**config.mk**
```make
export PLATFORM = sky130hd
export DESIGN_NAME = tpbu_ram
export DESIGN_NICKNAME = d
export VERILOG_FILES = /design/src/hw/rtl/tpbu_ram.sv
export SDC_FILE = /design/constraint.sdc
export NUM_CORES = 2
export LEC_CHECK = 0
export BUFFER_PORTS_ARGS = -buffer_cell sky130_fd_sc_hd__buf_2
export CAP_MARGIN = 5
export CORE_MARGIN = 2
export CORE_UTILIZATION = 33
export CTS_BUF_LIST = sky130_fd_sc_hd__clkbuf_4 sky130_fd_sc_hd__clkbuf_8
export CTS_CLUSTER_DIAMETER = 40
export DETAILED_ROUTE_END_ITERATION = 10
export HOLD_SLACK_MARGIN = 0.03
export PLACE_DENSITY = 0.44
export SYNTH_ARGS = -nofsm -noshare
export SYNTH_HDL_FRONTEND = slang
export SYNTH_SLANG_ARGS = --single-unit
```
**constraint.sdc**
```tcl
create_clock -name clk -period 4.8 [get_ports clk]
set_input_delay 0.96 -clock clk [delete_from_list [all_inputs] [get_ports clk]]
set_output_delay 0.96 -clock clk [all_outputs]
set_load 0.1 [all_outputs]
```
**src/hw/rtl/tpbu_ram.sv**
```systemverilog
// Generic single-write, single-read RAM with a registered read port.
module tpbu_ram #(
    parameter int WIDTH = 32,
    parameter int DEPTH = 64,
    parameter int AW    = (DEPTH > 1) ? $clog2(DEPTH) : 1
) (
    input  logic             clk,
    input  logic             we,
    input  logic [AW-1:0]    waddr,
    input  logic [WIDTH-1:0] wdata,
    input  logic [AW-1:0]    raddr,
    output logic [WIDTH-1:0] rdata
);

    logic [WIDTH-1:0] mem_reg [DEPTH];
    logic [WIDTH-1:0] rdata_reg;

    always_ff @(posedge clk)
    begin
        if (we)
        begin
            mem_reg[waddr] <= wdata;
        end
        rdata_reg <= mem_reg[raddr];
    end

    assign rdata = rdata_reg;

endmodule

```
Word-level counts from Yosys, hierarchy flattened --
Memory sizes are Yosys's and may differ from the RTL's. A register that Yosys moved wholly into a read port is not among the register bits. Cells that the tools add are included.
Word-level totals: register bits after elaboration 0, bits in writable memories 2048, input port bits 46, word-level logic and storage cells 3, memories kept 1
Memory list:
- mem_reg | words 64, width 32, read ports 1, clocked after Yosys merged registers in 1, write ports 1, RTL line 15 | logic [WIDTH-1:0] mem_reg [DEPTH];
Cells by class: multiplexer cells 2
Operators by type and width (number):
- $mux 1 | 2

Longest topological paths before layout --
word-level depth 2, depth in mapped cells 10, mapped depth without buffers 5

Worst setup path after synthesis --
Ideal clock, no wire load.
path kind input port to flip-flop, start point input waddr[3], end point memory mem_reg[48][0], enable pin, setup time 0.461 ns, data arrival time 3.659 ns, setup slack 0.680 ns, cell stages on the path 4, path buffers 1, cell sequence clkbuf_1 -> nor2b_1 -> nand4b_1 -> nor3_1
RTL lines:
- start, declared | RTL line 9 | input logic [AW-1:0] waddr,
- end, declared | RTL line 15
Straight into the memory's write port.

Worst setup path in the final report --
start point register rdata_reg[3] (netlist: rdata[3]) (read register of mem_reg), end point output rdata[3]
RTL lines:
- start, declared | RTL line 16 | logic [WIDTH-1:0] rdata_reg;
- end, declared | RTL line 12 | output logic [WIDTH-1:0] rdata
No word-level cell between the ends.

==> impl_metrics.yaml <==
route:
  detail_route.wirelength_um: 226000
  drt.antenna.violating_nets: 0
  detail_route.vias_per_cell: 5.12
  first_iter_violations: 3744
  detailroute.via_count: 37500
  wl_per_cell_um: 30.8
  drc: 0
  first_pass_iters: 7
power:
  combPwrFrac: 0.055
  fin_total_pwr_mw: 40.2
  power.clock.fraction: 0.442
  ratio_of_total_power_to_cell_area_nw_per_um2: 433
  ir_drop_uv: 319
  seq_power_share: 0.503
  switching_share: 0.224
  power_report.internal_total_mw: 31.2
  static-leakage-power_nw: 29.2
  switchingPower_mw: 9.03
floorplan:
  coreArea_um2: 237000
  initial_core_util: 0.331
  placementRows: 179
  boundaryPins: 78
  die_height_um: 492
  floorplan.die_area_um2: 242000
  die_width_um: 492
cells_and_area:
  num-fill-cells: 21100
  ff_latch_area_um2: 62100
  final_net_count: 3896
  area_delta_synth_final_pct: 18.3
  multi_input_comb_area_um2: 16000
  largest_register_ffs: 2048
  mostFrequentLayoutCell: "edfxtp_1"
  share_of_layout_cells_above_drive_strength_1: 0.373
  final_cell_mix: "edfxtp_1, mux4_2, clkbuf_8"
synthesis:
  seq_area_frac_synth: 0.791
  yosys.cell_types.count: 34
  synth-simple-area-share: 0.0127
  synth_fa_ha_area_frac: 0
  post_synth_instance_area_um2: 78500
  parity_gate_share_of_the_synthesized_area_counting_xor_and_xnor_cells: 0
  synth-warning-count: 0
  synth_nets: 3370
  portion_of_netlist_area_occupied_by_mux_cells: 0.168
  area_fraction_in_compound_gates_after_synthesis: 0.0167
  combinational_family_with_the_most_area_after_synthesis: "multiplexers"
  synthesis.area_per_instance_um2: 23.6
  synth_cells: 3324
  ys_seq_elements: 2080
critical_path:
  rrSetupSlack_ns: 2.49
  timing.critical_path.from_type: "flip-flop"
  crit_chain: "buf_2"
  longest_individual_stage_delay_on_the_worst_path_ns: 0.67
  end_kind: "output port"
  slowest_stage: "dfxtp_1"
  critPathRequiredTime_ns: 3.84
  worst_path_dominant_cell_family: "flip-flops"
  worstPathBufferInverterCount: 1
  setup.worst_path.class: "reg2out"
  worstPathArrival_ns: 2.29
  timing.critical_path.fanout_max: 1
  rr_startpoint: "mem_reg[3][13]"
  worst-r2r-cell-count: 4
  crit-reg2reg-capture: "rdata[13]"
global_routing:
  largest_net_degree_at_the_start_of_global_routing: 65
  grt_overflow_total: 0
  grt_pass1_vias: 39500
  antenna_found_initial: 19
  first_pass_grt_wire_length_um: 316000
  gr-usage-all-layers: 0.186
worst_hold_path:
  hold_path_startpoint: "wdata[27]"
  hold_path_end: "mem_reg[36][27]"
  min-delay-path-class: "in2reg"
  whs_path_depth: 1
clocking:
  tritoncts.num_buffers: 396
  cts_sinks: 2080
  hold_buffers: 0
  ctsResizeCount: 0
  clk-insertion-delay-late_ns: 1.06
  clk_root_buffer_cell: "clkbuf_8"
  cts_tree: "done"
  level_count_of_the_clock_h_tree: 5
  clock_tree.buffer_depth: 4
  path_clk_slew_ns: 0.06
  post-cts-setup-buffer-count: 0
run_status:
  run_status: "completed"
timing:
  holdWs_ns: 0.246
  maxSlewViolCount: 0
  finalHoldViolations: 0
  setup_viol: 0
  worst_slew_margin_rel: 0.186
  rsz0062_at_grt: "no"
  final.setup_skew_ns: 0.0427
  slew_at_the_pin_with_the_worst_max_slew_slack_ns: 1.22
  layout_setup_ws_ns: 1.55
  fmaxAchievable_ghz: 0.308
  setup_total_negative_slack_ns: 0
  fin_crit_ns: 3.25
  part_of_the_cycle_the_worst_path_needs: 0.677
job:
  maxCapViolCount: 0
place:
  preCtsSetupSlack_ns: 0.610
  place_hpwl_um: 130000
  place.port_buffers: 77
  gp_routability_congestion: 0.765
cell usage after synthesis:
library cell | n | area share
and2_1 | 2 | 0.00016
nor3_1 | 7 | 0.00045
dfxtp_1 | 32 | 0.0082
or2_1 | 1 | 0.000080
mux2i_1 | 93 | 0.012
o22ai_1 | 84 | 0.0067
o221ai_1 | 27 | 0.0030
edfxtp_1 | 2048 | 0.78
a41o_1 | 4 | 0.00051
nor2_1 | 137 | 0.0065
nand2b_1 | 8 | 0.00064
nand3_1 | 5 | 0.00032
a22oi_1 | 12 | 0.0011
o32ai_1 | 4 | 0.00045
nand3b_1 | 5 | 0.00048
buf_4 | 25 | 0.0024
nand4_1 | 2 | 0.00016
nand2_1 | 26 | 0.0012
nand4b_1 | 1 | 0.00011
or3_1 | 3 | 0.00024
buf_1 | 21 | 0.0010
clkbuf_1 | 74 | 0.0035
buf_2 | 57 | 0.0036
mux4_2 | 544 | 0.16
a311oi_1 | 8 | 0.00089
a21oi_1 | 62 | 0.0040
a31oi_1 | 1 | 0.000080
or2_0 | 1 | 0.000080
nor2b_1 | 15 | 0.0012
or2_2 | 1 | 0.000080
buf_6 | 5 | 0.00072
and3_1 | 4 | 0.00032
or3b_1 | 2 | 0.00022
or3b_2 | 3 | 0.00033
worst max-delay path by stage:
| stage | from | to | slack, ns | cells past startpoint |
|---|---|---|---|---|
| 5_1_grt | rdata[3] | rdata[3] | 1.46 | 1 |
| 4_1_cts | rdata[3] | rdata[3] | 1.33 | 1 |
| 3_5_place_dp | raddr[0] | rdata[27] | 0.61 | 7 |
| 6_report | rdata[3] | rdata[3] | 1.55 | 1 |
| 3_3_place_gp | raddr[0] | rdata[27] | 0.59 | 7 |
| 2_1_floorplan | waddr[3] | mem_reg[48][0] | 0.68 | 4 |
cell type report:
class                           instances  share of cell area
Clock buffer                          529              0.0704
Sequential cell                      2080               0.669
Multi-Input combinational cell       1062               0.172
Tap cell                             3167              0.0427
Timing Repair Buffer                  310              0.0296
Antenna cell                           12            0.000323
Clock inverter                        167              0.0163
kinds of logic (layout without fill, tap and decap cells):
kind of cell,after synthesis,in the layout
AO/OA/AOI/OAI,202,202
buffers and inverters,182,1006
flip-flops,2080,2080
multiplexers,637,637
other,0,12
AND/OR/NAND/NOR,223,223
metal layers:
layer,GRT usage,vias to the layer above,part of all wire
met5,0,-,0.00010
met4,0.0446,4,0.019
met3,0.0340,320,0.050
met2,0.303,1088,0.49
met1,0.259,20600,0.44
li1,-,15500,-
worst reg2reg max path: stages (launching register included):
cell and delay (ns):
edfxtp_1 0.36, mux4_2 0.48, mux4_2 0.53, o22ai_1 0.64
nor2_1 0.15
through the flow:
step                cells   util  cell area [µm²]
floorplan            3324      -            78500
global placement     6619  0.358            84800
detailed placement   6619  0.358            84800
CTS                  7315  0.392            92900
global route         7316  0.392            92900
finish               7327  0.392            92900
power by group through the flow:
| stage | sequential (mW) | combinational, mW | clock (mW) |
|---|---|---|---|
| global placement | 20.6 | 2.26 | 0 |
| global route | 20.2 | 2.34 | 19.1 |
| floorplan | 20.8 | 0.978 | 0 |
| detailed placement | 20.6 | 2.27 | 0 |
| finish | 20.2 | 2.21 | 17.8 |
| CTS | 20.2 | 2.27 | 18.2 |
Power figures use the tool's default switching activity.
